$ cat src/hw/rtl/trtb_pkg.sv
// Shared types, constants and register indexes of the triangle ramp texture blend unit.
package trtb_pkg;

	localparam int TEX_WIDTH  = 256;
	localparam int TEX_HEIGHT = 256;

	localparam int LE_SHIFT   = 16 - $clog2(TEX_HEIGHT);
	localparam int LB_SHIFT   = 32 - $clog2(TEX_HEIGHT);
	localparam int EDGE_SHIFT = 17 - $clog2(TEX_WIDTH);

	localparam int CH_W       = 17;
	localparam int CRD_W      = 8;
	localparam int GEO_W      = 18;
	localparam int COLOR_W    = 51;
	localparam int CFG_DATA_W = 51;
	localparam int CFG_IDX_W  = 3;

	localparam int DIV_STEPS = 19;
	localparam int DVD_W     = 37;
	localparam int DEN_W     = 20;
	localparam int COL_W     = 20;
	localparam int LEE_W     = 9;

	localparam logic [CH_W-1:0] ONE_Q16 = 17'd65536;
	localparam logic [CH_W-1:0] SAT17   = 17'h1FFFF;

	localparam logic [CFG_IDX_W-1:0] CFG_APEX_X       = 3'd0;
	localparam logic [CFG_IDX_W-1:0] CFG_TOP_OFFSET_X = 3'd1;
	localparam logic [CFG_IDX_W-1:0] CFG_TOP_HEIGHT   = 3'd2;
	localparam logic [CFG_IDX_W-1:0] CFG_TOP_WIDTH    = 3'd3;
	localparam logic [CFG_IDX_W-1:0] CFG_BOTTOM_FRAC  = 3'd4;
	localparam logic [CFG_IDX_W-1:0] CFG_WIDGET_COLOR = 3'd5;
	localparam logic [CFG_IDX_W-1:0] CFG_PEAK_ALPHA   = 3'd6;

	typedef struct packed {
		logic [CRD_W-1:0] row;
		logic [CRD_W-1:0] column;
		logic [CH_W-1:0]  in_red;
		logic [CH_W-1:0]  in_green;
		logic [CH_W-1:0]  in_blue;
		logic [CH_W-1:0]  in_alpha;
	} in_item_t;

	typedef struct packed {
		logic [CH_W-1:0] out_red;
		logic [CH_W-1:0] out_green;
		logic [CH_W-1:0] out_blue;
		logic [CH_W-1:0] out_alpha;
		logic            covered;
	} out_item_t;

	typedef struct packed {
		logic                 cover_row;
		logic [2:0]           neg;
		logic [DIV_STEPS-1:0] mag_lo;
		logic [DIV_STEPS-1:0] mag_mid;
		logic [DIV_STEPS-1:0] mag_hi;
		logic [LEE_W-1:0]     lee;
	} geom_t;

endpackage

$ cat src/hw/rtl/trtb_blend.sv
// Blend of the texel with the widget color and alpha, two register stages.
module trtb_blend (
	input  logic                                clk,
	input  logic                                en,
	input  trtb_pkg::in_item_t                  item,
	input  logic                                cov,
	input  logic [trtb_pkg::CH_W-1:0]           alpha,
	input  logic [trtb_pkg::COLOR_W-1:0]        widget_color,
	output trtb_pkg::out_item_t                 result
);

	logic [trtb_pkg::CH_W-1:0] keep;
	logic [33:0]               pr_s1, pg_s1, pb_s1, pa_s1;
	logic [trtb_pkg::CH_W-1:0] a_s1;
	logic                      cov_s1;
	trtb_pkg::in_item_t        item_s1;

	function automatic logic [16:0] sat_add(input logic [33:0] prod, input logic [16:0] add);
		logic [17:0] sum;
		sum = {1'b0, prod[32:16]} + {1'b0, add};
		return sum[17] ? trtb_pkg::SAT17 : sum[16:0];
	endfunction

	assign keep = trtb_pkg::ONE_Q16 - alpha;

	always_ff @(posedge clk) begin
		if (en) begin
			pr_s1 <= item.in_red * keep;
			pg_s1 <= item.in_green * keep;
			pb_s1 <= item.in_blue * keep;
			pa_s1 <= item.in_alpha * keep;
			a_s1 <= alpha;
			cov_s1 <= cov;
			item_s1 <= item;
		end
	end

	always_ff @(posedge clk) begin
		if (en) begin
			if (cov_s1) begin
				result.out_red <= sat_add(pr_s1, widget_color[50:34]);
				result.out_green <= sat_add(pg_s1, widget_color[33:17]);
				result.out_blue <= sat_add(pb_s1, widget_color[16:0]);
				result.out_alpha <= sat_add(pa_s1, a_s1);
			end else begin
				result.out_red <= item_s1.in_red;
				result.out_green <= item_s1.in_green;
				result.out_blue <= item_s1.in_blue;
				result.out_alpha <= item_s1.in_alpha;
			end
			result.covered <= cov_s1;
		end
	end

endmodule

$ cat config.mk
export PLATFORM = sky130hd
export DESIGN_NAME = trtb_blend
export DESIGN_NICKNAME = d
export VERILOG_FILES = /design/src/hw/rtl/trtb_pkg.sv /design/src/hw/rtl/trtb_blend.sv
export SDC_FILE = /design/constraint.sdc
export NUM_CORES = 2
export LEC_CHECK = 0
export ABC_AREA = 0
export BUFFER_PORTS_ARGS = -buffer_cell sky130_fd_sc_hd__buf_2
export CAP_MARGIN = 10
export CORE_MARGIN = 8
export CORE_UTILIZATION = 61
export DETAILED_ROUTE_END_ITERATION = 10
export GPL_ROUTABILITY_DRIVEN = 0
export PLACE_DENSITY = 0.79
export SYNTH_ARGS = -nofsm -noshare
export SYNTH_HDL_FRONTEND = slang
export SYNTH_SLANG_ARGS = --single-unit
$ cat constraint.sdc
create_clock -name clk -period 19.6 [get_ports clk]
set_input_delay 1.96 -clock clk [delete_from_list [all_inputs] [get_ports clk]]
set_output_delay 1.96 -clock clk [all_outputs]
set_load 0.02 [all_outputs]
* After elaboration in Yosys (flattened, before gate mapping)
Index checks and enable logic that the tools add are counted.
** Word-level totals
- Bits of input ports :: 155
- Bits in read-only memories :: 0
- Bits in latches :: 0
- Bits in writable memories :: 0
- Memories kept :: 0
- Register bits after elaboration :: 287
** Operators by class
- Shifts and indexed selects :: 0
- Eq/ne operators :: 0
- Magnitude comparators :: 0
- Multiplexer cells :: 5
- Bitwise operators :: 0
- Divide/modulo/power cells :: 0
- Reductions and logical operators :: 0
- Add/sub/neg operators :: 5
- Multiply operators :: 4
** Operator list (number)
- multiplier 17 x 17 -> 33 bit :: 4
- adder 17 x 17 -> 18 bit :: 4
- 2-to-1 mux 17 bit :: 4
- 2-to-1 mux 68 bit :: 1
- subtractor 17 bit, first input constant :: 1

* Longest topological paths before layout
- Depth in word-level cells :: 3
- Mapped depth :: 32

* Worst setup path after synthesis
No wires, ideal clock.
- Path kind :: input -> register
- Start point :: in alpha[0] (netlist bit)
- End point :: reg pr_s1[31], data pin
- Path slack :: 9930 ps
- Library setup time :: 258 ps
- Cell stages on the path :: 30
- Data arrival time :: 9412 ps
- Required time :: 19342 ps
- Path buffers :: 4
- Cell sequence :: clkbuf_1 -> clkbuf_1 -> inv_1 -> ha_1 -> or3b_1 -> nand2b_1 -> nor3_1 -> xnor2_1 -> clkbuf_1 -> clkbuf_1 -> nand2_1 -> fa_1 -> inv_1 -> fa_1 -> fa_1 -> fa_1 -> fa_1 -> inv_1 -> fa_1 -> inv_1 -> ha_1 -> and2_0 -> o31a_1 -> a32o_1 -> a311oi_2 -> o21ai_2 -> a221o_2 -> a221o_2 -> a21oi_2 -> xnor2_1
** On the way
- Longest elaborated chain between the ends :: 2
** RTL lines
- from (decl) :: line trtb_blend.sv:7 : input logic [trtb_pkg::CH_W-1:0] alpha,
- subtractor 17 bit :: line trtb_blend.sv:24 : assign keep = trtb_pkg::ONE_Q16 - alpha;
- multiplier 17 x 17 -> 33 bit :: line trtb_blend.sv:28 : pr_s1 <= item.in_red * keep;
- to (signal assigned) :: line trtb_blend.sv:28
- to (decl) :: line trtb_blend.sv:13 : logic [33:0] pr_s1, pg_s1, pb_s1, pa_s1;
Every way passes these cells.
A chain may end at the register's enable or synchronous reset.

* Worst setup path after layout
- Start point :: in alpha[3] (netlist bit)
- End point :: reg pr_s1[31], data pin
The elaborated chain is that of the path after synthesis.

==> results.md <==
- Top cell type by total area after synthesis: fa_1
- Final setup violating endpoints: 0
- FF-to-FF Start: pr_s1[16]
- CTS sink count: between 200 and 250
- Antenna diodes: 0
- Post-synth EDFFs: 223
- Fin crit share: 0.541
- Clock buffer depth: 3
- CTS Hold Bufs: 0
- Required time of the critical path: 19.92 ns
- Drc violations: 0
- WP buf/inv: 5
- Gr usage total: 0.272
- Max Cap Viol: 0
- Worst-margin pin slew: about 1.1 ns
- Final WL: between 100 and 150 mm
- Syn nets: 6471
- Reg2Reg Setup Slack: 16.16 ns
- Cell area after layout: 0.0490 mm^2
- 1st-pass router iterations: 6
- Yosys warning count: 0
- Setup bufs post-CTS: 0
- Clock Latency Late Sink: 0.60 ns
- Pre-CTS WS: 8.39 ns
- CTS buffer count: 28
- Via count: 33800
- Max Transition Viols Final: 0
- Crit path kind: in -> reg
- Largest stage delay, worst path: 0.70 ns
- Fmax: 0.0944 GHz
- Setup TNS: 0 ns
- Initial antenna violation count: 1
- RSZ-0062 raised after global routing: false
- Global route overflow: 0
- List of most frequent post-synthesis cells: 1165 x inv_1, 888 x fa_1, 776 x nand2_1, 477 x ha_1, 434 x and2_1
- CTS Root Cell: clkbuf_16
- Avg WL per Cell: 18.8 um
- Period minus WS final: approximately 11 ns
- Hold depth: 0
- Clk_skew: 0.0323 ns
- Largest net degree at the start of global routing: 80
- CTS-repair resized insts: 0
- Worst Path Arrival: 10.91 ns
- Cell with the most instances after synthesis: inv_1
- Crit. End Element: flop
- Area grow syn2layout: 5.97%
- Starting density of the core: 0.612
- H-tree depth: 1
- DP Area: 0.0482 mm^2
- Layout cell share with drive strength beyond 1: 0.0630
- CP max stage cell: nor4_1
- Final worst-path setup slack: 9.01 ns
- First-pass GRT wire length: 187 mm
- Input/output buffers: 207
- Async SR Flop Fraction: 0
- Avg Cell Area, Syn: 9.35 um^2
- Ys flop type: edfxtp_1
- Crit path top cell by count: fa_1
- Core area: 0.0756 mm^2
- Seq/Total Area, Yosys: 0.145
- Vias per cell: ~5.6
- Register-to-Register Path Depth: 12
- DRT iter0 DRCs: 2147
- Endpoints failing hold: 0
- Die area: approximately 0.085 mm^2
- I/O pin count: 224
- Vias in the first global route: 37100
- Flops & latches, synth: 223
- Type of origin of the critical path: input pin
- Clk slew on worst S/H paths: 0.06 ns
- Status: complete, no violations
- FP Rows: 101
- Distinct cell type count after synthesis: 66
- Worst R2R End: result[68]
- Cells after Synth: just under 5000
- Top-area cell type share of the netlist area: 0.384
- Worst Hold Class: reg -> reg
- Die Height: 291 um
- Top cells by area, synth: fa_1 38%, edfxtp_1 14%, ha_1 13%
- Slew Limit Headroom: 0.291
- Synthesized cell area: roughly 0.046 mm^2
- Hold Crit Endpoint: result[0]
- CP top delay family: adder cells
- Critical Path Fanout Max: 45
- Post-DP HPWL: 82.1 mm
- CTS tree: yes
- Die W: 291 um
- Post-route ant nets: 0
- Hold path startpoint: cov_s1
- Nets@finish: 6531
## metal layers
| layer | vias to the layer above | global-route usage | part of all wire |
|---|---|---|---|
| li1 | 15000 | - | - |
| met1 | 17000 | 0.345 | 0.39 |
| met2 | 1400 | 0.472 | 0.49 |
| met3 | 309 | 0.0449 | 0.078 |
| met4 | 2 | 0.0930 | 0.036 |
| met5 | - | 0 | 0.000080 |
## layout make-up
type | count | area (um^2)
clock inverters | 16 | 115
flip-flops and latches | 223 | 6700
inverters | 1165 | 4370
multi-input cells | 3349 | 34600
repair buffers | 244 | 1320
well taps | 978 | 1220
clock buffers | 35 | 748
fillers | 6050 | 26500
## state kept, by name, summed over array words and instances (netlist names)
name     flops
result      69
pa_s1       17
pr_s1       17
cov_s1       1
a_s1        17
item_s1     68
pg_s1       17
pb_s1       17
## placed cells by master, fill, tap and decap left out, drive strengths merged, types with 39 or more instances in the layout
cell       n
inv     1167
fa       888
nand2    776
ha       477
and2     435
buf      244
edfxtp   223
nor2     115
a21oi    108
xnor2     99
o21ai     52
xor2      47
nor3      39
## worst max path at each step
stage	start	to	slack [ns]	depth (start not counted)
final	alpha[3]	pr_s1[31]	9.01	27
after global routing	alpha[3]	pg_s1[32]	8.56	28
after CTS	alpha[3]	pg_s1[32]	9.03	28
after detailed placement	alpha[3]	pg_s1[32]	8.39	28
after global placement	alpha[4]	pg_s1[32]	8.54	26
after floorplan	alpha[0]	pr_s1[31]	9.93	30
## per-stage QoR
stage	instances	hold WS [ns]	utilization
floorplan	4951	0.493	-
global placement	5959	0.433	0.638
detailed placement	5959	0.445	0.638
CTS	6010	0.460	0.649
global route	6010	0.481	0.649
finish	6010	0.461	0.649
## cells by family (layout without fill, tap and decap cells)
kind of cell | after synthesis | after routing | synth area share
AO/OA/AOI/OAI | 355 | 355 | 0.0513
XOR/XNOR | 146 | 146 | 0.0276
adder cells (fa/ha/maj) | 1365 | 1365 | 0.513
buffers and inverters | 1379 | 1460 | 0.112
flip-flops | 223 | 223 | 0.145
AND/OR/NAND/NOR | 1483 | 1483 | 0.151
## worst reg2reg max path: cells and delay by family, from the launching register on
family	cells	cell delay [ns]
AND/OR/NAND/NOR	2	0.29
buffers and inverters	1	0.07
flip-flops	1	0.38
AO/OA/AOI/OAI	7	2.12
adder cells (fa/ha/maj)	2	0.41
Power is left out: the tool's default activity adds up to more than one toggle a clock period on the data nets, which glitch-free logic cannot reach.
