[src/hw/rtl/trtb_pkg.sv]
// Shared types, constants and register indexes of the triangle ramp texture blend unit.
package trtb_pkg;

	localparam int TEX_WIDTH  = 256;
	localparam int TEX_HEIGHT = 256;

	localparam int LE_SHIFT   = 16 - $clog2(TEX_HEIGHT);
	localparam int LB_SHIFT   = 32 - $clog2(TEX_HEIGHT);
	localparam int EDGE_SHIFT = 17 - $clog2(TEX_WIDTH);

	localparam int CH_W       = 17;
	localparam int CRD_W      = 8;
	localparam int GEO_W      = 18;
	localparam int COLOR_W    = 51;
	localparam int CFG_DATA_W = 51;
	localparam int CFG_IDX_W  = 3;

	localparam int DIV_STEPS = 19;
	localparam int DVD_W     = 37;
	localparam int DEN_W     = 20;
	localparam int COL_W     = 20;
	localparam int LEE_W     = 9;

	localparam logic [CH_W-1:0] ONE_Q16 = 17'd65536;
	localparam logic [CH_W-1:0] SAT17   = 17'h1FFFF;

	localparam logic [CFG_IDX_W-1:0] CFG_APEX_X       = 3'd0;
	localparam logic [CFG_IDX_W-1:0] CFG_TOP_OFFSET_X = 3'd1;
	localparam logic [CFG_IDX_W-1:0] CFG_TOP_HEIGHT   = 3'd2;
	localparam logic [CFG_IDX_W-1:0] CFG_TOP_WIDTH    = 3'd3;
	localparam logic [CFG_IDX_W-1:0] CFG_BOTTOM_FRAC  = 3'd4;
	localparam logic [CFG_IDX_W-1:0] CFG_WIDGET_COLOR = 3'd5;
	localparam logic [CFG_IDX_W-1:0] CFG_PEAK_ALPHA   = 3'd6;

	typedef struct packed {
		logic [CRD_W-1:0] row;
		logic [CRD_W-1:0] column;
		logic [CH_W-1:0]  in_red;
		logic [CH_W-1:0]  in_green;
		logic [CH_W-1:0]  in_blue;
		logic [CH_W-1:0]  in_alpha;
	} in_item_t;

	typedef struct packed {
		logic [CH_W-1:0] out_red;
		logic [CH_W-1:0] out_green;
		logic [CH_W-1:0] out_blue;
		logic [CH_W-1:0] out_alpha;
		logic            covered;
	} out_item_t;

	typedef struct packed {
		logic                 cover_row;
		logic [2:0]           neg;
		logic [DIV_STEPS-1:0] mag_lo;
		logic [DIV_STEPS-1:0] mag_mid;
		logic [DIV_STEPS-1:0] mag_hi;
		logic [LEE_W-1:0]     lee;
	} geom_t;

endpackage

[src/hw/rtl/trtb_geom.sv]
// Row coverage test and edge column numerators, two register stages.
module trtb_geom (
	input  logic                              clk,
	input  logic                              en,
	input  logic [trtb_pkg::CRD_W-1:0]        row,
	input  logic signed [trtb_pkg::GEO_W-1:0] apex_x,
	input  logic signed [trtb_pkg::GEO_W-1:0] top_offset_x,
	input  logic signed [trtb_pkg::GEO_W-1:0] top_height,
	input  logic signed [trtb_pkg::GEO_W-1:0] top_width,
	input  logic signed [trtb_pkg::GEO_W-1:0] bottom_fraction,
	output trtb_pkg::geom_t                   geom
);

	logic [18:0]        ty_mag;
	logic [10:0]        le_mag;
	logic signed [10:0] le_c;
	logic               lez;
	logic [7:0]         ie;
	logic [8:0]         lee_c;
	logic signed [19:0] toff2;
	logic signed [19:0] tw20;
	logic signed [19:0] q_lo, q_mid, q_hi;

	logic signed [28:0] pq_lo_s1, pq_mid_s1, pq_hi_s1;
	logic signed [27:0] pa_s1;
	logic signed [35:0] pbt_s1;
	logic signed [10:0] le_s1;
	logic [8:0]         lee_s1;
	logic [7:0]         row_s1;

	logic [35:0]        pbt_mag;
	logic [11:0]        lbm;
	logic signed [12:0] lb;
	logic signed [29:0] pa2;
	logic signed [29:0] n_lo, n_mid, n_hi;
	logic [29:0]        m_lo, m_mid, m_hi;

	always_comb begin
		ty_mag = top_height[17] ? 19'(-$signed({top_height[17], top_height}))
			: {1'b0, top_height};
		le_mag = 11'(ty_mag >> trtb_pkg::LE_SHIFT);
		le_c = top_height[17] ? -$signed(le_mag) : $signed(le_mag);
		lez = (le_c == 11'sd0);
		ie = lez ? 8'd0 : row;
		lee_c = lez ? 9'd1 : le_c[8:0];
		toff2 = $signed({top_offset_x[17], top_offset_x, 1'b0});
		tw20 = $signed({{2{top_width[17]}}, top_width});
		q_lo = toff2 - tw20;
		q_mid = toff2;
		q_hi = toff2 + tw20;
	end

	always_ff @(posedge clk) begin
		if (en) begin
			pq_lo_s1 <= $signed({1'b0, ie}) * q_lo;
			pq_mid_s1 <= $signed({1'b0, ie}) * q_mid;
			pq_hi_s1 <= $signed({1'b0, ie}) * q_hi;
			pa_s1 <= $signed({1'b0, lee_c}) * apex_x;
			pbt_s1 <= bottom_fraction * top_height;
			le_s1 <= le_c;
			lee_s1 <= lee_c;
			row_s1 <= row;
		end
	end

	always_comb begin
		pbt_mag = pbt_s1[35] ? 36'(-pbt_s1) : pbt_s1;
		lbm = 12'(pbt_mag >> trtb_pkg::LB_SHIFT);
		lb = pbt_s1[35] ? -$signed({1'b0, lbm}) : $signed({1'b0, lbm});
		pa2 = $signed({pa_s1[27], pa_s1, 1'b0});
		n_lo = $signed({pq_lo_s1[28], pq_lo_s1}) + pa2;
		n_mid = $signed({pq_mid_s1[28], pq_mid_s1}) + pa2;
		n_hi = $signed({pq_hi_s1[28], pq_hi_s1}) + pa2;
		m_lo = n_lo[29] ? 30'(-n_lo) : n_lo;
		m_mid = n_mid[29] ? 30'(-n_mid) : n_mid;
		m_hi = n_hi[29] ? 30'(-n_hi) : n_hi;
	end

	always_ff @(posedge clk) begin
		if (en) begin
			geom.cover_row <= ($signed({5'b0, row_s1}) >= lb)
				&& ($signed({3'b0, row_s1}) <= le_s1);
			geom.neg <= {n_hi[29], n_mid[29], n_lo[29]};
			geom.mag_lo <= m_lo[trtb_pkg::EDGE_SHIFT+trtb_pkg::DIV_STEPS-1:trtb_pkg::EDGE_SHIFT];
			geom.mag_mid <= m_mid[trtb_pkg::EDGE_SHIFT+trtb_pkg::DIV_STEPS-1:trtb_pkg::EDGE_SHIFT];
			geom.mag_hi <= m_hi[trtb_pkg::EDGE_SHIFT+trtb_pkg::DIV_STEPS-1:trtb_pkg::EDGE_SHIFT];
			geom.lee <= lee_s1;
		end
	end

endmodule

[config.mk]
export PLATFORM = sky130hd
export DESIGN_NAME = trtb_geom
export DESIGN_NICKNAME = d
export VERILOG_FILES = /design/src/hw/rtl/trtb_pkg.sv /design/src/hw/rtl/trtb_geom.sv
export SDC_FILE = /design/constraint.sdc
export NUM_CORES = 2
export LEC_CHECK = 0
export BUFFER_PORTS_ARGS = -buffer_cell sky130_fd_sc_hd__buf_2
export CORE_MARGIN = 2
export CORE_UTILIZATION = 43
export DETAILED_ROUTE_END_ITERATION = 8
export PLACE_DENSITY = 0.7
export SYNTH_ARGS = -nofsm -noshare
export SYNTH_HDL_FRONTEND = slang
export SYNTH_SLANG_ARGS = --single-unit
export TNS_END_PERCENT = 50
[constraint.sdc]
create_clock -name clk -period 11.1 [get_ports clk]
set_clock_uncertainty 0.1 [all_clocks]
set_input_delay 1.665 -clock clk [delete_from_list [all_inputs] [get_ports clk]]
set_output_delay 1.665 -clock clk [all_outputs]
set_load 0.03 [all_outputs]
[Yosys cells after proc, flatten, opt, wreduce, memory -nomap -nowiden]
Cells that the tools add are included.
Storage, ports and cells
  register bits after elaboration: 247
  bits of input ports: 100
  output and inout bits: 70
  logic and storage cells: 44
Cells by class
  $add $sub $neg: 12
  $mul: 5
  order comparisons: 2
  multiplexer cells: 9
  reductions and logical operators: 2
Operator list (number)
  28-bit two-way mux: 3
  28-bit negator: 3
  29-bit by 29-bit adder with 30-bit output: 2
  9-bit by 20-bit multiplier with 29-bit output: 2
  18-bit by 18-bit multiplier with 36-bit output: 1
  36-bit two-way mux: 1
  36-bit negator: 1
  28-bit by 29-bit adder with 30-bit output: 1
  10-bit by 18-bit multiplier with 28-bit output: 1
  9-bit by 18-bit multiplier with 27-bit output: 1
  19-bit by 18-bit adder with 20-bit output: 1
  19-bit by 18-bit subtractor with 20-bit output: 1
  19-bit two-way mux: 1
  18-bit negator with 19-bit output: 1
  9-bit by 13-bit greater-or-equal comparator with 1-bit output: 1
  13-bit two-way mux: 1
  12-bit negator with 13-bit output: 1
  9-bit by 11-bit less-or-equal comparator with 1-bit output: 1
  11-bit zero test: 1
  11-bit two-way mux: 1
  11-bit negator: 1
  9-bit two-way mux: 1
  8-bit two-way mux: 1
  1-bit logical AND: 1

[Logic depth before layout (Yosys ltp)]
  depth after elaboration: 7
  mapped depth: 38
  depth with buffers taken out: 32

[Worst setup path after synthesis]
No wires, ideal clock.
  path kind: input port to flip-flop
  from: input top_height[4] (netlist bit)
  to: register pq_hi_s1[27] (data pin)
  setup time: 0.259 ns
  data arrival time: 9.676 ns
  data required time: 10.741 ns
  path slack: 1.065 ns
  cell stages on the path: 35
  path buffers: 4
  cell sequence: or4_1 o31ai_1 xor2_1 ha_1 clkbuf_1 or4_1 a21oi_1 xor2_1 nor4_1 nand4_1 buf_2 buf_2 nand2_1 clkbuf_1 nor2_1 fa_1 inv_1 fa_1 inv_1 fa_1 inv_1 fa_1 inv_1 ha_1 o21ai_0 a21boi_0 o41a_1 o41ai_1 o21ai_0 a21oi_1 a2111oi_0 o21a_1 o21a_1 o41a_1 xor2_1
On the way
  cells in the longest elaborated chain, start to end: 7
Ends and longest elaborated chain
  start: declaration: line trtb_geom.sv:8  | input logic signed [trtb_pkg::GEO_W-1:0] top_height,
  18-bit negator with 19-bit output *: line trtb_geom.sv:39  | ty_mag = top_height[17] ? 19'(-$signed({top_height[17], top_height}))
  19-bit two-way mux *: line trtb_geom.sv:39
  11-bit negator: line trtb_geom.sv:42  | le_c = top_height[17] ? -$signed(le_mag) : $signed(le_mag);
  11-bit two-way mux *: line trtb_geom.sv:42
  11-bit zero test *: line trtb_geom.sv:43  | lez = (le_c == 11'sd0);
  8-bit two-way mux *: line trtb_geom.sv:44  | ie = lez ? 8'd0 : row;
  9-bit by 20-bit multiplier with 29-bit output *: line trtb_geom.sv:57  | pq_hi_s1 <= $signed({1'b0, ie}) * q_hi;
  end signal: assignment: line trtb_geom.sv:57
  end: declaration: line trtb_geom.sv:24  | logic signed [28:0] pq_lo_s1, pq_mid_s1, pq_hi_s1;
Every way passes the cells marked *; elsewhere a longest branch is shown, timed or not.
A chain may end at the register's enable or synchronous reset.

[Worst setup path after layout]
Ends and elaborated chain as after synthesis.

==> flow_summary.yaml <==
outcome:
  status: "complete, no violations"
floorplan:
  initial_core_util: 0.433
  io-pin-count: 170
  dieWidth_um: 343
  num_rows: 124
  core_um2: 114000
  die_area_um2: 118000
  die_h_um: 343
logic_synthesis:
  synth.area.top_cells: "fa_1, edfxtp_1, ha_1, inv_1, nand2_1"
  ys.flop_type: "edfxtp_1"
  synth_cell_types: 97
  synth-edff-count: 246
  yosysSeqAreaShare: 0.149
  yosysWarnings: 0
  synthesis.nets: 6758
  netlist_area_um2: 49500
  synth_top_area_share: 0.338
  async_reset_ff_frac: 0
  synth_top_area_cell: "fa_1"
  synth_cells: 5360
  avgSynthCellArea_um2: 9.23
  ys_ff_latch: 246
global_routing:
  grt_pass1_vias: 37400
  grt_max_degree: 119
  use_met2: 0.332
  use_met3: 0.0347
  overflow: 0
  antenna_found_initial: 8
  grt_first_pass_wirelength_um: 199000
  met1_usage: 0.305
  gr-usage-all-layers: 0.213
  top_usage_layer: "met2"
layout:
  layout_commonest_cell: "inv_1"
  area_growth_pct: 7.04
  drive_gt1_frac: 0.0585
  final_util: 0.464
  final_cell_mix: "inv_1, fa_1, nand2_1, ha_1, nor2_1"
  nets: 6827
routing:
  wl_per_cell_um: 17.5
  routed_wl_um: 122000
  drc_errors: 0
  vias_per_cell: 5.25
  ant_nets: 0
  drt_iter0_drc: 2577
  drt_first_pass_iters: 6
  via_count: 36600
sta:
  hold_viol: 0
  period_share: 0.938
  tns_ns: 0
  worstMarginPinSlew_ns: 1.19
  slew_viol_final: 0
  fmax_mhz: 96.1
  rsz0062_at_grt: "no"
  max_slew_margin: 0.201
  report.final.setup_viol: 0
  min_period_ns: 10.41
clocking:
  cts_tree: "built"
  cts.root.buffer_cell: "clkbuf_16"
  clock_latency_ns: 0.57
  cts-hold-fix-buffers: 0
  cts_setup_buffers: 0
  cts_buffer_depth: 3
  cts_buffers: 34
  worst_setup_hold_path_clk_slew_ns: 0.08
  cts.sinks: 246
  cts-resized-gates: 0
  htreeDepth: 2
critical_path:
  cp-start-kind: "input port"
  critPathTopFamily: "compound AO/OA/AOI/OAI gates"
  cp-end-kind: "flop"
  rrSetupSlack_ns: 6.10
  cpMaxStageDelayCell: "or4_1"
  cpMostUsedCell: "fa_1"
  r2r-start: "pa_s1[1]$_DFFE_PP_"
  startpoint: "top_height[4]"
  critPathMaxFanout: 21
  required_ns: 11.29
  cp.arrival_ns: 10.60
  cp.buffers_inverters: 6
  crit_type: "input port to flop"
  slowest_delay_ns: 0.68
placed_design:
  dp_hpwl_um: 100000
  gp_congestion: 0.929
  portBuffers: 169
flow_run:
  maxCapViolCount: 0
worst_hold_path:
  hold_path_startpoint: "lee_s1[3]$_DFFE_PP_"
  hold_class: "flop to flop"
## cell usage after synthesis (all sizes together) (12+ instances only)
cell and number:
inv 1101, fa 836, nand2 555, ha 462, nor2 322, edfxtp 246, xnor2 230, and2 202
a21oi 184, clkbuf 132, o21ai 128, and3 126, xor2 87, nand2b 78, nor2b 73, a21o 64
nor3 56, nand3 46, o21a 43, buf 42, a31oi 34, o21bai 24, a211oi 23, nand4 18
or3 18, nor4 17, or2 17, o31ai 13, a211o 12
## flip-flops by register name, summed over array words and instances, names as in the netlist
signal and cells:
pq_lo_s1 29, pbt_s1 36, le_s1 11, row_s1 8, geom 70, pa_s1 28
pq_hi_s1 28, pq_mid_s1 27, lee_s1 9
## area by class of cell
type | count | area (um^2)
inverters | 1102 | 4140
diodes | 1 | 2.50
well taps | 1512 | 1890
multi-input cells | 3838 | 37300
clock buffers | 36 | 880
repair buffers | 207 | 1140
fillers | 10800 | 61200
flip-flops and latches | 246 | 7390
clock inverters | 24 | 246
## cell families (layout without fill, tap and decap cells)
group | count (synthesis) | after routing | synth area share
AO/OA/AOI/OAI | 641 | 641 | 0.0854
multiplexers | 7 | 7 | 0.00149
buffers and inverters | 1276 | 1369 | 0.0979
AND/OR/NAND/NOR | 1575 | 1575 | 0.155
adder cells (fa/ha/maj) | 1298 | 1298 | 0.455
other | 0 | 1 | 0
flip-flops | 246 | 246 | 0.149
XOR/XNOR | 317 | 317 | 0.0561
## worst paths after layout
kind / endpoint / cells after the start
worst max-delay path: pq_hi_s1[27]$_DFFE_PP_ / 33
worst min-delay path: geom[3]$_DFFE_PP_ / 0
worst max register to register: geom[33]$_DFFE_PP_ / 14
worst min register to register: geom[3]$_DFFE_PP_ / 0
## stage by stage
step | instance area (um^2) | hold WS [ns] | worst slack, ns | instances
floorplan | 49500 | 0.300 | 1.07 | 5360
global placement | 51800 | 0.305 | 0.493 | 6905
detailed placement | 51800 | 0.307 | 0.315 | 6905
CTS | 53000 | 0.306 | 0.875 | 6965
global route | 53000 | 0.319 | 0.184 | 6965
finish | 53000 | 0.302 | 0.690 | 6966
## metal layers
metal	vias to the layer above	wire, um
met4	10	3860
met5	-	69
li1	17100	-
met2	1104	53800
met3	160	8630
met1	18200	55700
Power is not shown: default switching activity piles up to over one toggle a cycle in this logic, so the estimate is an artifact.
