[src/hw/rtl/trtb_pkg.sv]
// Shared types, constants and register indexes of the triangle ramp texture blend unit.
package trtb_pkg;

	localparam int TEX_WIDTH  = 256;
	localparam int TEX_HEIGHT = 256;

	localparam int LE_SHIFT   = 16 - $clog2(TEX_HEIGHT);
	localparam int LB_SHIFT   = 32 - $clog2(TEX_HEIGHT);
	localparam int EDGE_SHIFT = 17 - $clog2(TEX_WIDTH);

	localparam int CH_W       = 17;
	localparam int CRD_W      = 8;
	localparam int GEO_W      = 18;
	localparam int COLOR_W    = 51;
	localparam int CFG_DATA_W = 51;
	localparam int CFG_IDX_W  = 3;

	localparam int DIV_STEPS = 19;
	localparam int DVD_W     = 37;
	localparam int DEN_W     = 20;
	localparam int COL_W     = 20;
	localparam int LEE_W     = 9;

	localparam logic [CH_W-1:0] ONE_Q16 = 17'd65536;
	localparam logic [CH_W-1:0] SAT17   = 17'h1FFFF;

	localparam logic [CFG_IDX_W-1:0] CFG_APEX_X       = 3'd0;
	localparam logic [CFG_IDX_W-1:0] CFG_TOP_OFFSET_X = 3'd1;
	localparam logic [CFG_IDX_W-1:0] CFG_TOP_HEIGHT   = 3'd2;
	localparam logic [CFG_IDX_W-1:0] CFG_TOP_WIDTH    = 3'd3;
	localparam logic [CFG_IDX_W-1:0] CFG_BOTTOM_FRAC  = 3'd4;
	localparam logic [CFG_IDX_W-1:0] CFG_WIDGET_COLOR = 3'd5;
	localparam logic [CFG_IDX_W-1:0] CFG_PEAK_ALPHA   = 3'd6;

	typedef struct packed {
		logic [CRD_W-1:0] row;
		logic [CRD_W-1:0] column;
		logic [CH_W-1:0]  in_red;
		logic [CH_W-1:0]  in_green;
		logic [CH_W-1:0]  in_blue;
		logic [CH_W-1:0]  in_alpha;
	} in_item_t;

	typedef struct packed {
		logic [CH_W-1:0] out_red;
		logic [CH_W-1:0] out_green;
		logic [CH_W-1:0] out_blue;
		logic [CH_W-1:0] out_alpha;
		logic            covered;
	} out_item_t;

	typedef struct packed {
		logic                 cover_row;
		logic [2:0]           neg;
		logic [DIV_STEPS-1:0] mag_lo;
		logic [DIV_STEPS-1:0] mag_mid;
		logic [DIV_STEPS-1:0] mag_hi;
		logic [LEE_W-1:0]     lee;
	} geom_t;

endpackage

[src/hw/rtl/trtb_div.sv]
// Pipelined restoring divider, one quotient bit per register stage.
module trtb_div (
	input  logic                              clk,
	input  logic                              en,
	input  logic [trtb_pkg::DVD_W-1:0]        dividend,
	input  logic [trtb_pkg::DEN_W-1:0]        divisor,
	output logic [trtb_pkg::DIV_STEPS-1:0]    quotient
);

	localparam int STEPS = trtb_pkg::DIV_STEPS;
	localparam int REM_W = trtb_pkg::DEN_W;

	logic [REM_W-1:0] rem_s [1:STEPS];
	logic [STEPS-1:0] low_s [1:STEPS];
	logic [REM_W-1:0] den_s [1:STEPS-1];

	logic [REM_W-1:0] cur_rem [0:STEPS-1];
	logic [STEPS-1:0] cur_low [0:STEPS-1];
	logic [REM_W-1:0] cur_den [0:STEPS-1];
	logic [REM_W:0]   trial   [0:STEPS-1];
	logic             ge      [0:STEPS-1];
	logic [REM_W-1:0] nxt_rem [0:STEPS-1];
	logic [STEPS-1:0] nxt_low [0:STEPS-1];

	always_comb begin
		cur_rem[0] = REM_W'(dividend[trtb_pkg::DVD_W-1:STEPS]);
		cur_low[0] = dividend[STEPS-1:0];
		cur_den[0] = divisor;
		for (int k = 1; k < STEPS; k++) begin
			cur_rem[k] = rem_s[k];
			cur_low[k] = low_s[k];
			cur_den[k] = den_s[k];
		end
		for (int k = 0; k < STEPS; k++) begin
			trial[k] = {cur_rem[k], cur_low[k][STEPS-1]};
			ge[k] = trial[k] >= {1'b0, cur_den[k]};
			nxt_rem[k] = ge[k] ? REM_W'(trial[k] - {1'b0, cur_den[k]}) : trial[k][REM_W-1:0];
			nxt_low[k] = {cur_low[k][STEPS-2:0], ge[k]};
		end
	end

	always_ff @(posedge clk) begin
		if (en) begin
			for (int k = 0; k < STEPS; k++) begin
				rem_s[k+1] <= nxt_rem[k];
				low_s[k+1] <= nxt_low[k];
			end
			den_s[1] <= divisor;
			for (int k = 1; k < STEPS-1; k++) begin
				den_s[k+1] <= den_s[k];
			end
		end
	end

	assign quotient = low_s[STEPS];

endmodule

[config.mk]
export PLATFORM = sky130hd
export DESIGN_NAME = trtb_div
export DESIGN_NICKNAME = d
export VERILOG_FILES = /design/src/hw/rtl/trtb_pkg.sv /design/src/hw/rtl/trtb_div.sv
export SDC_FILE = /design/constraint.sdc
export NUM_CORES = 2
export LEC_CHECK = 0
export BUFFER_PORTS_ARGS = -buffer_cell sky130_fd_sc_hd__buf_4
export CAP_MARGIN = 0
export CORE_MARGIN = 5
export CORE_UTILIZATION = 40
export CTS_CLUSTER_DIAMETER = 100
export DETAILED_ROUTE_END_ITERATION = 12
export MAX_ROUTING_LAYER = met4
export PLACE_DENSITY = 0.61
export SLEW_MARGIN = 20
export SYNTH_ARGS = -nofsm -noshare
export SYNTH_HDL_FRONTEND = slang
export SYNTH_SLANG_ARGS = --single-unit
[constraint.sdc]
create_clock -name clk -period 8.15 [get_ports clk]
set_input_delay 0.815 -clock clk [delete_from_list [all_inputs] [get_ports clk]]
set_output_delay 0.815 -clock clk [all_outputs]
set_load 0.005 [all_outputs]
======== Yosys cells after proc, flatten, opt, wreduce, memory -nomap -nowiden ========
Memories as Yosys holds them, arrays and structs flattened.
Index checks and enable logic that the tools add are counted.
storage, ports and cells
  bits of input ports ..................... 59
  flip-flop bits (word level) ............. 0
  memories kept ........................... 3
  latch bits .............................. 0
  bits in writable memories ............... 1101
  bits in read-only memories .............. 0
  output and inout port bits .............. 19
cells by class
  reduce and logical (&&, ||, !) cells .... 0
  div/mod/pow operators ................... 0
  equality and inequality tests ........... 0
  add/subtract/negate cells ............... 19
  order comparisons ....................... 19
  bitwise logic cells ..................... 0
  shifts and indexed selects .............. 0
  $mul .................................... 0
  muxes and demuxes ....................... 21
memories
  memory  depth  bits a word  read ports  clocked after Yosys merged registers in  write ports  line            source
  rem_s   19     20           18          0                                        19           trtb_div.sv:13  logic [REM_W-1:0] rem_s [1:STEPS];
  low_s   19     19           19          0                                        19           trtb_div.sv:14  logic [STEPS-1:0] low_s [1:STEPS];
  den_s   18     20           18          0                                        18           trtb_div.sv:15  logic [REM_W-1:0] den_s [1:STEPS-1];
operator list
  kind              count
  $mux W20          19
  $ge A21 B20 Y1    18
  $sub A20 B20 Y20  18
  $ge A19 B20 Y1    1
  $sub A19 B20 Y20  1
  $mux W1           2

======== Depth between registers and ports, before layout ========
An unclocked memory read counts as a cell.
  depth in word-level cells ............... 3
  gate-level depth with buffers ........... 13

======== Least setup slack after synthesis ========
Ideal clock, no wire load.
  kind .................................... input port to flip-flop
  start ................................... input port dividend[18] (netlist name)
  end ..................................... register, netlist name rem_s[0][24]
  slack ................................... 4806 ps
  data arrival time ....................... 3084 ps
  data required time ...................... 7890 ps
  stages on the path ...................... 12
  path through ............................ inv_1 ha_1 inv_1 fa_1 a211oi_1 o21bai_1 a211oi_1 a21oi_1 o21ai_0 a31oi_1 buf_2 mux2_2
RTL lines
  element          line           source
  start, declared  trtb_div.sv:5  input logic [trtb_pkg::DVD_W-1:0] dividend,

==> results.md <==
Outcome:
- The run finished with clean final reports.

Floorplanning:
- The floorplan step defined a core boundary enclosing 140,000 µm².
- The row count is 137.
- For this configuration, the core starts out at a cell density of 0.403.
- 78 I/O pins were placed.
- The width of the die is 386 µm.
- The die covers approximately 150,000 µm².
- The vertical die dimension is 386 µm.

CTS:
- In this run the clock root is driven by a sky130_fd_sc_hd__clkbuf_16.
- The CTS tree is done.
- The H-tree depth reported by CTS is 3.
- The clock latency reported for the late side of the worst-skew pair is 0.75 ns.
- The longest clock path from root to sink contains 3 buffers.
- Clock tree synthesis inserted a total of ~120 buffers.
- The number of hold buffers added after cts is 0.
- Post-CTS repair changed the size of 0 cells.
- The clock drives 1,081 sinks.
- The number of setup buffers added after CTS is 0.
- The clock input transition at the sequential cells of the worst setup and hold paths is 0.06 ns.

Timing:
- Timing would allow up to roughly 0.27 GHz.
- Headroom to the max-slew limit came out at 0.297.
- The fraction of the cycle the final worst path needs is 0.463.
- The worst path setup slack after routing is 4.38 ns.
- The number of hold violations in the final report is 0.
- The number of max-slew violations in the final report is 0.
- The setup-violating endpoint count in the final report is 0.
- The sum of negative setup slack is 0 ns.
- At the pin with the least slew margin, the transition time is approximately 1.1 ns.
- Setup repair after global routing left no endpoint under its margin.
- The final hold slack is 0.240 ns.
- The time the worst path needs with I/O delays and setup is 3.77 ns.
- The clock arrives with 0.0642 ns of skew.

Worst setup path:
- The kind of launch point of the worst setup path is a flip-flop.
- The critical-path maximum fanout is 39.
- For the worst setup path, the data required time is 8.60 ns.
- The cell count of the worst reg-to-reg path is 11.
- The arrival time reported for the critical path endpoint is 4.22 ns.
- In this run the critical register-to-register path is launched from den_s[0][221].
- The setup check on the worst reg-to-reg path leaves a slack of 4.38 ns.
- The category of the critical setup timing path is flip-flop to flip-flop.
- The endpoint identified for the worst register-to-register timing path is rem_s[0][252].
- The kind of capture point of the worst setup path is a flip-flop.

Placement:
- The weighted congestion reported at the end of routability-driven placement is 0.904.
- During placement, the flow inserted port buffers numbering 77.
- The HPWL reported at the end of detailed placement is 83,900 µm.
- The post-placement cell area is 59,200 µm².
- Prior to clock tree synthesis, the placed netlist has a worst setup slack of 4.06 ns.

Hold path:
- The worst min-delay path category is input pin to flip-flop.
- For hold timing, the worst endpoint is den_s[0][29].
- In this run the most critical hold path is launched from divisor[9].
- Counting instances, the worst hold path has a depth of 1.

Pwr:
- The total power after layout is 23,700 µW.
- The cell leakage power is 0.0250 µW.
- The total power density per cell area is 375 nW/µm².
- The peak supply drop is just over 0.2 mV.

Drt:
- The antenna violation net count after detailed routing is 0.
- In the final routed layout, each cell accounts on average for 17.2 µm.
- The total detailed-routing wirelength is 115,000 µm.
- The detailed router finished its first iteration with roughly 2,200 violations.
- Detailed routing inserted a total of 34,824 vias.
- The number of design rule violations left after detail routing is 0.
- Using the TritonRoute via totals, the vias-per-cell ratio works out to around 5.2.
- The detailed-router iteration count before antenna repair is 6.

Logic synthesis:
- The number of cells produced by synthesis is 4,558.
- The synthesized net count is 5,014.
- The cell area after synthesis is 56,400 µm².
- The warning count from the yosys run is 0.
- The synthesized design contains 1,081 enable-type register cells.
- sky130_fd_sc_hd__edfxtp_1 takes more of the synthesized area than any other cell.
- For this run, the leading register cell type out of synthesis is sky130_fd_sc_hd__edfxtp_1.
- For this run, asynchronously set or reset flops after synthesis account for 0.
- Synthesis instantiated 95 different standard cells from the library.
- Of the synthesized area, sequential elements account for 0.575.
- After synthesis the netlist holds a flip-flop and latch count of 1,081.
- The fraction of post-synthesis cell area in the top cell type by area is 0.575.
- The post-synthesis area per instance is 12.4 µm².
- After synthesis, the cell types taking the most area are sky130_fd_sc_hd__edfxtp_1 (58%), sky130_fd_sc_hd__ha_1 (8.4%), sky130_fd_sc_hd__mux2_2 (3.9%).

Finish:
- The multi-input combinational cells in the finished layout cover a total of 21,800 µm².
- The area overhead of the layout relative to synthesis is 12.0%.
- The count of filler cells inserted in the layout is ~13,000.
- The final design area excluding fillers is 63,200 µm².
- The layout cell share with drive strength beyond 1 is 0.112.
- The number of antenna diodes is 0.
- The count of nets after finishing is 5,141.
- The sequential cells in the finished layout cover a total of 32,500 µm².

Global route:
- The met3 layer usage reported by global route is 0.0231.
- The overall routing resource usage is 0.157.
- The number of global-route vias before repair is around 34,000.
- The layer flagged by global routing as most heavily used is met2.
- Entering global routing, the biggest net connects around 170 pins.
- The first global-routing pass estimated 183,000 µm of wire.
- The met1 usage is 0.202.
- For met2 alone, demand over resource in global routing was 0.256.
- After global routing the overflow that remains totals 0.
- The number of antenna violations at the first check in global routing came to 0.

Job:
- The count of max-cap constraint violations is 0.
-- per-stage QoR --
stage	std cells	util
after floorplan	4558	-
after global placement	6438	0.423
after detailed placement	6438	0.423
after CTS	6660	0.452
after global routing	6660	0.452
final	6660	0.452
-- worst max-delay path: stages, from the launching register on --
cell and delay [ns]:
sky130_fd_sc_hd__edfxtp_1 0.48, sky130_fd_sc_hd__inv_1 0.08, sky130_fd_sc_hd__ha_1 0.30, sky130_fd_sc_hd__nor2b_4 0.14, sky130_fd_sc_hd__o31ai_2 0.24, sky130_fd_sc_hd__a31oi_1 0.19
sky130_fd_sc_hd__or3_1 0.41, sky130_fd_sc_hd__o311a_1 0.44, sky130_fd_sc_hd__o31ai_4 0.18, sky130_fd_sc_hd__buf_4 0.47, sky130_fd_sc_hd__inv_1 0.19, sky130_fd_sc_hd__mux2_1 0.34
-- synthesized netlist by cell type (12+ instances only) --
library cell	number
sky130_fd_sc_hd__edfxtp_1	1081
sky130_fd_sc_hd__inv_1	467
sky130_fd_sc_hd__ha_1	379
sky130_fd_sc_hd__a21oi_1	324
sky130_fd_sc_hd__nand2_1	250
sky130_fd_sc_hd__nor2_1	234
sky130_fd_sc_hd__o21ai_0	224
sky130_fd_sc_hd__mux2_2	197
sky130_fd_sc_hd__xnor2_1	153
sky130_fd_sc_hd__a21o_1	150
sky130_fd_sc_hd__xor2_1	110
sky130_fd_sc_hd__o21a_1	78
sky130_fd_sc_hd__nor2b_1	63
sky130_fd_sc_hd__nand3_1	58
sky130_fd_sc_hd__clkbuf_1	55
sky130_fd_sc_hd__a31oi_1	49
sky130_fd_sc_hd__nand4_1	49
sky130_fd_sc_hd__a211oi_1	44
sky130_fd_sc_hd__nand2b_1	40
sky130_fd_sc_hd__mux2i_1	38
sky130_fd_sc_hd__and3_1	36
sky130_fd_sc_hd__o21bai_1	36
sky130_fd_sc_hd__nor3_1	32
sky130_fd_sc_hd__buf_2	29
sky130_fd_sc_hd__o211ai_1	26
sky130_fd_sc_hd__o31ai_1	26
sky130_fd_sc_hd__o31a_1	25
sky130_fd_sc_hd__o21ai_2	19
sky130_fd_sc_hd__fa_1	18
sky130_fd_sc_hd__or3_1	16
sky130_fd_sc_hd__a21boi_0	13
sky130_fd_sc_hd__and2_1	12
-- flip-flops by register name, summed over array words and instances, names as in the netlist --
signal / flops
rem_s: 360
den_s: 360
low_s: 361
-- report_power, final --
| group | total, µW | internal [µW] | leakage, µW | switching [µW] |
|---|---|---|---|---|
| combinational | 9690 | 4340 | 0.0125 | 5350 |
| sequential | 8630 | 7910 | 0.0106 | 722 |
| clock | 5380 | 3160 | 0.00191 | 2210 |
-- layout by cell type (no fill, tap or decap), types with 13 or more instances in the layout --
cell type                      n
sky130_fd_sc_hd__a211oi_1     43
sky130_fd_sc_hd__a21boi_0     13
sky130_fd_sc_hd__a21o_1      150
sky130_fd_sc_hd__a21oi_1     323
sky130_fd_sc_hd__a31oi_1      48
sky130_fd_sc_hd__and3_1       36
sky130_fd_sc_hd__buf_4        90
sky130_fd_sc_hd__bufinv_16    13
sky130_fd_sc_hd__clkbuf_1     30
sky130_fd_sc_hd__clkbuf_16   122
sky130_fd_sc_hd__clkinv_1     20
sky130_fd_sc_hd__clkinv_2     18
sky130_fd_sc_hd__edfxtp_1   1081
sky130_fd_sc_hd__fa_1         18
sky130_fd_sc_hd__ha_1        379
sky130_fd_sc_hd__inv_1       467
sky130_fd_sc_hd__mux2_2      197
sky130_fd_sc_hd__mux2i_1      38
sky130_fd_sc_hd__nand2_1     250
sky130_fd_sc_hd__nand2b_1     40
sky130_fd_sc_hd__nand3_1      57
sky130_fd_sc_hd__nand4_1      49
sky130_fd_sc_hd__nor2_1      234
sky130_fd_sc_hd__nor2b_1      63
sky130_fd_sc_hd__nor3_1       32
sky130_fd_sc_hd__o211ai_1     26
sky130_fd_sc_hd__o21a_1       78
sky130_fd_sc_hd__o21ai_0     224
sky130_fd_sc_hd__o21ai_2      20
sky130_fd_sc_hd__o21bai_1     36
sky130_fd_sc_hd__o31a_1       25
sky130_fd_sc_hd__o31ai_1      26
sky130_fd_sc_hd__or3_1        16
sky130_fd_sc_hd__xnor2_1     153
sky130_fd_sc_hd__xor2_1      110
-- cell families after synthesis --
group / Yosys count / synth area share
xor gates and xnor gates: 263 / 0.0408
buffers and inverters: 563 / 0.0389
DFF: 1081 / 0.575
AOI/OAI and AO/OA: 1155 / 0.134
muxes: 237 / 0.0465
adders and majority gates: 397 / 0.0904
and+or+nand+nor: 862 / 0.0741
-- final cells by class --
type,instances,share of cell area
clock inverters,70,0.0129
multi-input cells,2914,0.345
flip-flops and latches,1081,0.514
repair buffers,97,0.0128
well taps,1876,0.0372
inverters,470,0.0280
clock buffers,152,0.0501
-- how the worst max path moves through the flow --
stage,depth (start not counted),start,end
3_5_place_dp,13,dividend[18],rem_s[0][38]
6_report,11,den_s[0][221],rem_s[0][252]
2_1_floorplan,12,dividend[18],rem_s[0][24]
5_1_grt,11,den_s[0][221],rem_s[0][252]
3_3_place_gp,13,dividend[18],rem_s[0][37]
4_1_cts,11,den_s[0][221],rem_s[0][252]
-- metal layers --
metal	up-vias	routed length, µm
met2	703	54500
met1	16667	51700
li1	17230	-
met3	224	5010
met5	-	0
met4	0	3390
(Power assumes the default switching activity.)
